## config.mk

```make
export PLATFORM = sky130hd
export DESIGN_NAME = arc_div
export DESIGN_NICKNAME = d
export VERILOG_FILES = /design/src/adaptive_replacement_cache_policy_assert.svh /design/src/arc_pkg.sv /design/src/arc_div.sv
export SDC_FILE = /design/constraint.sdc
export NUM_CORES = 1
export LEC_CHECK = 0
export BUFFER_PORTS_ARGS = -buffer_cell sky130_fd_sc_hd__buf_2
export CORE_UTILIZATION = 40
export CTS_CLUSTER_DIAMETER = 40
export DETAILED_ROUTE_END_ITERATION = 8
export GPL_TIMING_DRIVEN = 0
export PLACE_DENSITY = 0.64
export SYNTH_ARGS = -nofsm -noshare
export SYNTH_HDL_FRONTEND = slang
export SYNTH_SLANG_ARGS = --single-unit
```

## constraint.sdc

```tcl
create_clock -name clk -period 4.6 [get_ports clk]
set_clock_uncertainty 0.15 [all_clocks]
set_input_delay 0.92 -clock clk [delete_from_list [all_inputs] [get_ports clk]]
set_output_delay 0.92 -clock clk [all_outputs]
set_load 0.05 [all_outputs]
```

## src/adaptive_replacement_cache_policy_assert.svh

```systemverilog
// ---------------------------------------------------------------------------
// arc assertion macros
// concurrent assertion wrappers, empty in synthesis
// ---------------------------------------------------------------------------
`ifndef ADAPTIVE_REPLACEMENT_CACHE_POLICY_ASSERT_SVH
`define ADAPTIVE_REPLACEMENT_CACHE_POLICY_ASSERT_SVH
`ifndef SYNTHESIS
`define ARC_ASSERT(lbl, ck, rstn, prop) \
	lbl: assert property (@(posedge ck) disable iff (!rstn) (prop)) \
		else $error("arc assertion failed");
`define ARC_ASSERT_IMPL(lbl, ck, rstn, ante, cons) \
	lbl: assert property (@(posedge ck) disable iff (!rstn) (ante) |-> (cons)) \
		else $error("arc assertion failed");
`else
`define ARC_ASSERT(lbl, ck, rstn, prop)
`define ARC_ASSERT_IMPL(lbl, ck, rstn, ante, cons)
`endif
`endif

```

## src/arc_pkg.sv

```systemverilog
// ---------------------------------------------------------------------------
// arc package
// sizes, list codes, cell commands and controller states
// ---------------------------------------------------------------------------
`default_nettype none
package arc_pkg;
	localparam int CAPACITY_MAX = 64;
	localparam int ID_BITS = 64;
	localparam int ID_FIELD_BITS = 64;
	localparam int DIR_SLOTS = 2 * CAPACITY_MAX;
	localparam int RANK_BITS = $clog2(DIR_SLOTS);
	localparam int CNT_BITS = $clog2(DIR_SLOTS + 1);
	localparam int CAP_BITS = $clog2(CAPACITY_MAX + 1);
	localparam int OUTCOME_BITS = 3;
	localparam int ADDR_BITS = 3;
	localparam int DATA_BITS = 32;
	localparam int DIV_STEP_BITS = $clog2(CNT_BITS + 1);
	localparam logic [ADDR_BITS-1:0] REG_CAPACITY_ADDR = '0;

	typedef enum logic [1:0] {LST_T1, LST_T2, LST_B1, LST_B2} list_t;

	typedef enum logic [OUTCOME_BITS-1:0] {
		OUT_MISS, OUT_HIT_T1, OUT_HIT_T2, OUT_GHOST_B1, OUT_GHOST_B2
	} outcome_t;

	typedef enum logic [2:0] {
		OP_NOP, OP_MATCH, OP_MARK_LRU, OP_MARK_FREE, OP_UNLINK, OP_PUSH, OP_DROP, OP_CLEAR
	} cell_op_t;

	typedef struct packed {
		cell_op_t              op;
		list_t                 lst;
		logic [RANK_BITS-1:0]  rnk;
		logic                  use_h;
	} cell_cmd_t;

	typedef struct packed {
		logic                  h_any;
		list_t                 h_list;
		logic [RANK_BITS-1:0]  h_rank;
		logic                  s_any;
	} row_stat_t;

	typedef enum logic [3:0] {
		S_IDLE, S_MATCH, S_CLASS, S_DIV, S_ADJ, S_REPL, S_MVPUSH, S_HUNL,
		S_HPUSH, S_MISS, S_DROP, S_FREE, S_INS, S_OUT
	} state_t;
endpackage
`default_nettype wire

```

## src/arc_div.sv

```systemverilog
// ---------------------------------------------------------------------------
// arc ratio divider
// restoring divider, one quotient bit per cycle
// ---------------------------------------------------------------------------
`default_nettype none
module arc_div (
	input  wire logic                          clk,
	input  wire logic                          arst_n,
	input  wire logic                          start,
	input  wire logic [arc_pkg::CNT_BITS-1:0]  num,
	input  wire logic [arc_pkg::CNT_BITS-1:0]  den,
	output logic                               done,
	output logic [arc_pkg::CNT_BITS-1:0]       quot
);
	localparam int W = arc_pkg::CNT_BITS;

	logic                              busy_q, done_q;
	logic [arc_pkg::DIV_STEP_BITS-1:0] step_q;
	logic [W:0]                        rem_q, rem_sh;
	logic [W-1:0]                      quo_q, den_q;

	assign rem_sh = {rem_q[W-1:0], quo_q[W-1]};

	always_ff @(posedge clk or negedge arst_n) begin
		if (!arst_n) begin
			busy_q <= 1'b0;
			done_q <= 1'b0;
			step_q <= '0;
		end else begin
			done_q <= 1'b0;
			if (start) begin
				busy_q <= 1'b1;
				step_q <= '0;
			end else if (busy_q) begin
				step_q <= step_q + 1'b1;
				if (step_q == arc_pkg::DIV_STEP_BITS'(W - 1)) begin
					busy_q <= 1'b0;
					done_q <= 1'b1;
				end
			end
		end
	end

	always_ff @(posedge clk) begin
		if (start) begin
			rem_q <= '0;
			quo_q <= num;
			den_q <= den;
		end else if (busy_q) begin
			if (rem_sh >= {1'b0, den_q}) begin
				rem_q <= rem_sh - {1'b0, den_q};
				quo_q <= {quo_q[W-2:0], 1'b1};
			end else begin
				rem_q <= rem_sh;
				quo_q <= {quo_q[W-2:0], 1'b0};
			end
		end
	end

	assign done = done_q;
	assign quot = quo_q;
endmodule
`default_nettype wire

```

==> summary.md, run 1 <==
| Metric | Value |
|---|---|
| Post CTS Setup Buffer Count | `0` |
| Layout Cells excl Fill | `240` |
| Combinational share of power | `32.2%` |
| Reported net switching power | `approximately 280 uW` |
| Final instance area | `1920 sq um` |
| Most used cell, CP | `a311oi_1` |
| Nets | `220` |
| Ports | `28` |
| Synthesized Nets | `186` |
| Syn Area/Cell | `approximately 10 sq um` |
| Fill cells | `358` |
| Antenna fix cells | `0` |
| Slowest CP cell | `fa_1` |
| Top cell type's share of synthesized area | `29.3%` |
| Post-CTS Hold Fix Bufs | `0` |
| P&R area growth vs syn | `17.0%` |
| Post-Syn Instances | `157` |
| Post-route worst setup slack | `2.11 ns` |
| Worst-path maximum fanout | `3` |
| Crit-path cells | `inv_1 > ha_1 > fa_1 > nand2b_1 > a2111oi_0 > a311oi_1 > a21o_1 > a311oi_1` |
| Share of cells above drive strength 1 | `about a quarter` |
| CTS buffer count | `5` |
| Dpl cells | `roughly 230` |
| CTS tree | `done` |
| Critical Path RT | `4.64 ns` |
| Drt pass-1 iters | `4` |
| Synthesis warning total | `0` |
| Max cap viols | `0` |
| Placed cell area | `1830 sq um` |
| Place WS | `1.93 ns` |
| Synthesized area | `1640 sq um` |
| LEAKAGE | `0.807 nW` |
| Worst skew pair latency | `0.29 ns` |
| DR WL/cell | `approximately 13 um` |
| First-pass GRT wire length | `5210 um` |
| Unrepaired setup endpoints after global routing | `no` |
| Post-synthesis sequential area ratio | `48.3%` |
| Path type of the worst setup path | `reg -> reg` |
| Clk sinks | `30` |
| Port Buffers | `27` |
| Maximum vdd drop | `0.220 mV` |
| Sequential share of power | `43.0%` |
| Initial Util | `43.1%` |
| Post-cts repair resize count | `0` |
| Core Footprint | `3800 sq um` |
| Startpoint types | `flip-flop` |
| DRC violations left | `0` |
| Fin. Hold Viols | `0` |
| Largest net degree at the start of global routing | `11` |
| Row count | `22` |
| Ys flop type | `edfxtp_1` |
| Setup TNS | `0 ns` |
| Die extent in x | `66.0 um` |
| Worst stage delay on the critical path | `0.42 ns` |
| Final setup violation count | `0` |
| Via count | `about 1,300` |
| Initial antenna violation count | `0` |
| FFs w/ async S/R, synth | `20.0%` |
| #FFs+latches synth | `30` |
| DRT Wirelength | `3150 um` |
| Post-synth EDFFs | `16` |
| Die Area | `4350 sq um` |
| Total power | `roughly 800 uW` |
| Post-DRT Antenna Nets | `0` |
| Peak Freq | `0.401 GHz` |
| Sw Share | `approximately 34%` |
| Yosys cell types | `43` |
| Worst min path class | `in -> async` |
| Pwr dens | `417 nW/um^2` |
| All-Layer GR Usage | `16.3%` |
| Hold_ws | `slightly below 0.3 ns` |
| Number of global-route vias before repair | `1,238` |
| Root buffer cell | `clkbuf_8` |
| Slew @ Worst Pin | `0.517 ns` |
| Gpl congestion | `roughly 0.84` |
| Clock network fraction of design power | `between 20% and 30%` |
| Crit path DAT | `2.54 ns` |
| Critical Path End Type | `flip-flop` |
| Vias per inst | `approximately 5.3` |
| Total gr overflow | `0` |
| Dpl hpwl | `2460 um` |
| Synth area leader | `edfxtp_1` |
| Top cells by area, synth | `edfxtp_1 (29%), dfxtp_1 (9.8%), dfrtp_1 (9.2%)` |
| H-Tree Level Count | `2` |
| Status | `finished, final reports clean` |
| Min Tclk post-route | `2.49 ns` |
| Overall die height | `66.0 um` |
| Max_slew headroom | `65.5%` |
| Final period util | `54.2%` |
| DR iter-0 viols | `70` |
| CTS max path bufs | `2` |
| Int Power | `around 520 uW` |
| Max-slew violations | `0` |
| Reg clk slew, reported paths | `roughly 0.06 ns` |
| Fin util | `50.4%` |
-- state kept, by name, summed over array words and instances (netlist names) --
signal / count
rem_q: 8
quot: 8
step_q: 4
den_q: 8
done: 1
busy_q: 1
-- placed cells by master (no fill, tap or decap), types with 2 or more instances in the layout --
cell type | synthesis | routed
buf_2 | 0 | 27
nor2_1 | 18 | 18
a211oi_1 | 2 | 2
clkbuf_1 | 4 | 5
o21ai_0 | 4 | 4
edfxtp_1 | 16 | 16
ha_1 | 9 | 9
xnor2_1 | 4 | 4
dfrtp_1 | 6 | 6
a21o_1 | 3 | 3
or4_1 | 2 | 2
xor2_1 | 4 | 4
a21oi_1 | 6 | 6
o31ai_1 | 2 | 2
inv_1 | 13 | 13
or3b_2 | 2 | 2
nand3_1 | 3 | 3
a311oi_1 | 4 | 4
clkinv_2 | 0 | 2
nor2b_1 | 3 | 3
a311o_1 | 2 | 2
dfxtp_1 | 8 | 8
clkbuf_8 | 0 | 5
nand2_1 | 10 | 10
mux2_2 | 7 | 7
nand2b_1 | 5 | 5
-- final timing paths --
path,slack (ns),cells past startpoint,endpoint,start
max,2.11,8,rem_q[6],quot[7]
min,0.29,1,step_q[3],arst_n
max reg2reg,2.11,8,rem_q[6],quot[7]
min reg2reg,0.37,2,rem_q[4],rem_q[4]
max in group asynchronous,3.86,1,step_q[0],arst_n
min in group clk,0.37,2,rem_q[4],rem_q[4]
-- logic make-up after synthesis --
family / Yosys count / synth area share, %
AO/OA/AOI/OAI: 33 / 14.7
XOR/XNOR: 8 / 4.28
adder cells (fa/ha/maj): 10 / 8.10
buffers and inverters: 18 / 4.12
flip-flops: 30 / 48.3
multiplexers: 8 / 5.42
AND/OR/NAND/NOR: 50 / 15.1
-- layout make-up --
| type | count | area [sq um] | area share (%) |
|---|---|---|---|
| sequential | 30 | 791 | 41.3 |
| multi-input combinational | 109 | 779 | 40.7 |
| timing repair buffer | 27 | 135 | 7.05 |
| clock buffer | 6 | 72.6 | 3.79 |
| tap | 48 | 60.1 | 3.14 |
| inverter | 13 | 48.8 | 2.55 |
| buffer | 5 | 18.8 | 0.980 |
| clock inverter | 2 | 10.0 | 0.523 |
-- synth_stat cells (3+ instances only) --
library cell and instances:
nand2b_1 5, mux2_2 7, nand2_1 10, o21ai_0 4, a21oi_1 6, xor2_1 4, ha_1 9, nor2b_1 3
nand3_1 3, nor2_1 18, a311oi_1 4, clkbuf_1 4, inv_1 13, a21o_1 3, dfxtp_1 8, edfxtp_1 16
xnor2_1 4, dfrtp_1 6
-- layer usage --
metal  GRT usage (%)  up-vias  part of all wire (%)
met2            28.8       42                    48
met3            4.66       10                   5.5
met1            17.3      584                    45
met4            8.51        0                   2.2
li1                -      639                     -
met5               0        -                     0
-- power groups by stage --
| stage | clock, mW | sequential (mW) | combinational (mW) |
|---|---|---|---|
| floorplan | 0 | 0.389 | 0.155 |
| global placement | 0 | 0.347 | 0.249 |
| detailed placement | 0 | 0.348 | 0.256 |
| CTS | 0.203 | 0.343 | 0.258 |
| global route | 0.216 | 0.348 | 0.284 |
| finish | 0.198 | 0.344 | 0.258 |
-- worst max-delay path: cells and delay by family, from the launching register on --
family | cells | cell delay, ns
compound gates | 4 | 0.92
fa+ha+maj | 2 | 0.66
flops | 1 | 0.41
simple gates | 1 | 0.20
buf+inv | 1 | 0.07
Power figures use the tool's default switching activity.
==> run 2, diff against run 1 <==
--- a/config.mk
+++ b/config.mk
@@ -5,6 +5,7 @@
 export SDC_FILE = /design/constraint.sdc
 export NUM_CORES = 1
 export LEC_CHECK = 0
+export ABC_AREA = 1
 export BUFFER_PORTS_ARGS = -buffer_cell sky130_fd_sc_hd__buf_2
 export CORE_UTILIZATION = 40
 export CTS_CLUSTER_DIAMETER = 40
==> constraint.sdc (replaced) <==
create_clock -name clk -period 2.4 [get_ports clk]
set_clock_uncertainty 0.15 [all_clocks]
set_input_delay 0.48 -clock clk [delete_from_list [all_inputs] [get_ports clk]]
set_output_delay 0.48 -clock clk [all_outputs]
set_load 0.05 [all_outputs]
==> summary.md, run 2 <==
| Metric | Value |
|---|---|
| Status | `finished, final reports clean` |
| Highest-count cells in the layout ignoring fill and taps | `nand2_1 (73), buf_2 (28), inv_1 (21)` |
| DR WL/cell | `about 12 um` |
| Synthesized area | `1680 sq um` |
| Critical Path End Type | `flip-flop` |
| Min Tclk post-route | `1.90 ns` |
| Crit-path cells | `ha_1 > nand2_1 > nand2_1 > nand2_1 > nand2_2 > a21oi_4 > nand2_4 > nand2_1 > nand3_1 > nand2_1` |
| Path type of the worst setup path | `reg -> reg` |
| Post-CTS Hold Fix Bufs | `1` |
| Slew @ Worst Pin | `0.471 ns` |
| Drt pass-1 iters | `4` |
| Post-DRT Antenna Nets | `0` |
| Core Footprint | `4000 sq um` |
| Post-synth EDFFs | `16` |
| Worst-path maximum fanout | `10` |
| Cells on worst reg2reg path | `10` |
| Layout Cells excl Fill | `286` |
| Worst skew pair latency | `between 0.2 and 0.3 ns` |
| Max cap viols | `0` |
| Reg clk slew, reported paths | `0.08 ns` |
| LEAKAGE | `1.01 nW` |
| DRC violations left | `0` |
| Top cell type's share of synthesized area | `28.7%` |
| Peak Freq | `0.526 GHz` |
| Clk sinks | `30` |
| Synthesis warning total | `0` |
| Post-synthesis sequential area ratio | `47.2%` |
| Place WS | `0.416 ns` |
| Post CTS Setup Buffer Count | `0` |
| Startpoint types | `flip-flop` |
| Slowest CP cell | `ha_1` |
| First-pass GRT wire length | `5790 um` |
| Synth area leader | `edfxtp_1` |
| Most common cell after layout, fill and taps aside | `nand2_1` |
| Crit path DAT | `1.97 ns` |
| Total gr overflow | `0` |
| Antenna fix cells | `0` |
| Dpl cells | `277` |
| Reg-to-reg startpoint | `rem_q[5]` |
| CTS buffer count | `5` |
| Port Buffers | `27` |
| Worst min path class | `in -> reg` |
| Worst Hold Path Cells | `1` |
| Final period util | `79.2%` |
| Initial antenna violation count | `0` |
| All-Layer GR Usage | `17.8%` |
| Ys flop type | `edfxtp_1` |
| CTS tree | `done` |
| Largest net degree at the start of global routing | `11` |
| Critical Path Start | `rem_q[5]` |
| Post-cts repair resize count | `0` |
| Max_slew headroom | `68.6%` |
| Hold_ws | `0.226 ns` |
| Vias per inst | `4.75` |
| Overall die height | `66.7 um` |
| Via count | `1,358` |
| Dpl hpwl | `between 2000 and 2500 um` |
| Gpl congestion | `0.815` |
| Placed cell area | `1870 sq um` |
| Top cells by area, synth | `edfxtp_1 (29%), nand2_1 (16%), dfxtp_1 (9.6%)` |
| Fin util | `49.1%` |
| Critical Path RT | `2.47 ns` |
| Yosys cell types | `30` |
| Worst stage delay on the critical path | `0.36 ns` |
| Synth top cells by count | `nand2_1 (73), inv_1 (21), edfxtp_1 (16), nand3_1 (16), ha_1 (9)` |
| Number of global-route vias before repair | `1,336` |
| Total power | `between 2 and 2.5 mW` |
| P&R area growth vs syn | `17.2%` |
| #FFs+latches synth | `30` |
| Nets | `264` |
| Synthesized Nets | `between 200 and 250` |
| Ports | `28` |
| CTS max path bufs | `2` |
| Maximum vdd drop | `0.543 mV` |
| Count leader, synth | `nand2_1` |
| Share of cells above drive strength 1 | `21.2%` |
| Final setup violation count | `0` |
| Die extent in x | `66.7 um` |
| Max-slew violations | `0` |
| H-Tree Level Count | `2` |
| DRT Wirelength | `3290 um` |
| Unrepaired setup endpoints after global routing | `no` |
| Root buffer cell | `clkbuf_8` |
| Final instance area | `around 2000 sq um` |
| DR iter-0 viols | `29` |
| Fin. Hold Viols | `0` |
| Initial Util | `a little over two fifths` |
| FFs w/ async S/R, synth | `20.0%` |
| Most used cell, CP | `nand2_1` |
| Worst min-delay path startpoint | `den[3]` |
| Post-Syn Instances | `200` |
| Post-route worst setup slack | `0.500 ns` |
| Pwr dens | `between 1000 and 1500 nW/um^2` |
| Setup TNS | `0 ns` |
| Syn Area/Cell | `~8.4 sq um` |
| Die Area | `4450 sq um` |
| Row count | `23` |
run 2: critical path, delay by kind of cell (launching register included):
family / cells / cell delay [ns]
AO/OA/AOI/OAI: 1 / 0.33
adder cells (fa/ha/maj): 1 / 0.36
flip-flops: 1 / 0.33
AND/OR/NAND/NOR: 8 / 0.65
run 2: path summary, 6_finish.rpt:
kind                              to  slack (ns)
max reg2reg                 rem_q[4]        0.50
min reg2reg                 rem_q[4]        0.32
min                         den_q[3]        0.23
max in group asynchronous  step_q[0]        1.53
min in group asynchronous  step_q[2]        0.42
max                         rem_q[4]        0.50
run 2: power by group:
group	internal (mW)	total [mW]	leakage (nW)	switching, mW
clock	0.199	0.392	0.0426	0.193
sequential	0.647	0.713	0.308	0.0661
combinational	0.356	0.940	0.657	0.583
total	1.20	2.04	1.01	0.843
run 2: cell families (layout without fill, tap and decap cells):
logic type / Yosys count / count (layout) / share of synthesized area (%)
AO/OA/AOI/OAI: 9 / 9 / 3.43
XOR/XNOR: 3 / 3 / 1.57
adder cells (fa/ha/maj): 10 / 10 / 7.91
buffers and inverters: 29 / 65 / 6.57
flip-flops: 30 / 30 / 47.2
AND/OR/NAND/NOR: 119 / 119 / 33.4
run 2: layer usage:
metal / share of wire (%) / vias up / wire, um / global-route usage, %
met5: 0 / - / 0 / 0
met4: 2.4 / 0 / 78 / 9.04
met3: 3.8 / 9 / 126 / 5.82
met2: 43 / 30 / 1410 / 26.9
met1: 51 / 606 / 1680 / 22.4
li1: - / 713 / - / -
run 2: cell type report:
| class | instances | area (sq um) |
|---|---|---|
| flip-flops and latches | 30 | 791 |
| fillers | 393 | 2030 |
| multi-input cells | 141 | 776 |
| clock inverters | 2 | 8.76 |
| plain buffers | 2 | 8.76 |
| well taps | 50 | 62.6 |
| clock buffers | 6 | 72.6 |
| repair buffers | 28 | 145 |
| inverters | 27 | 101 |
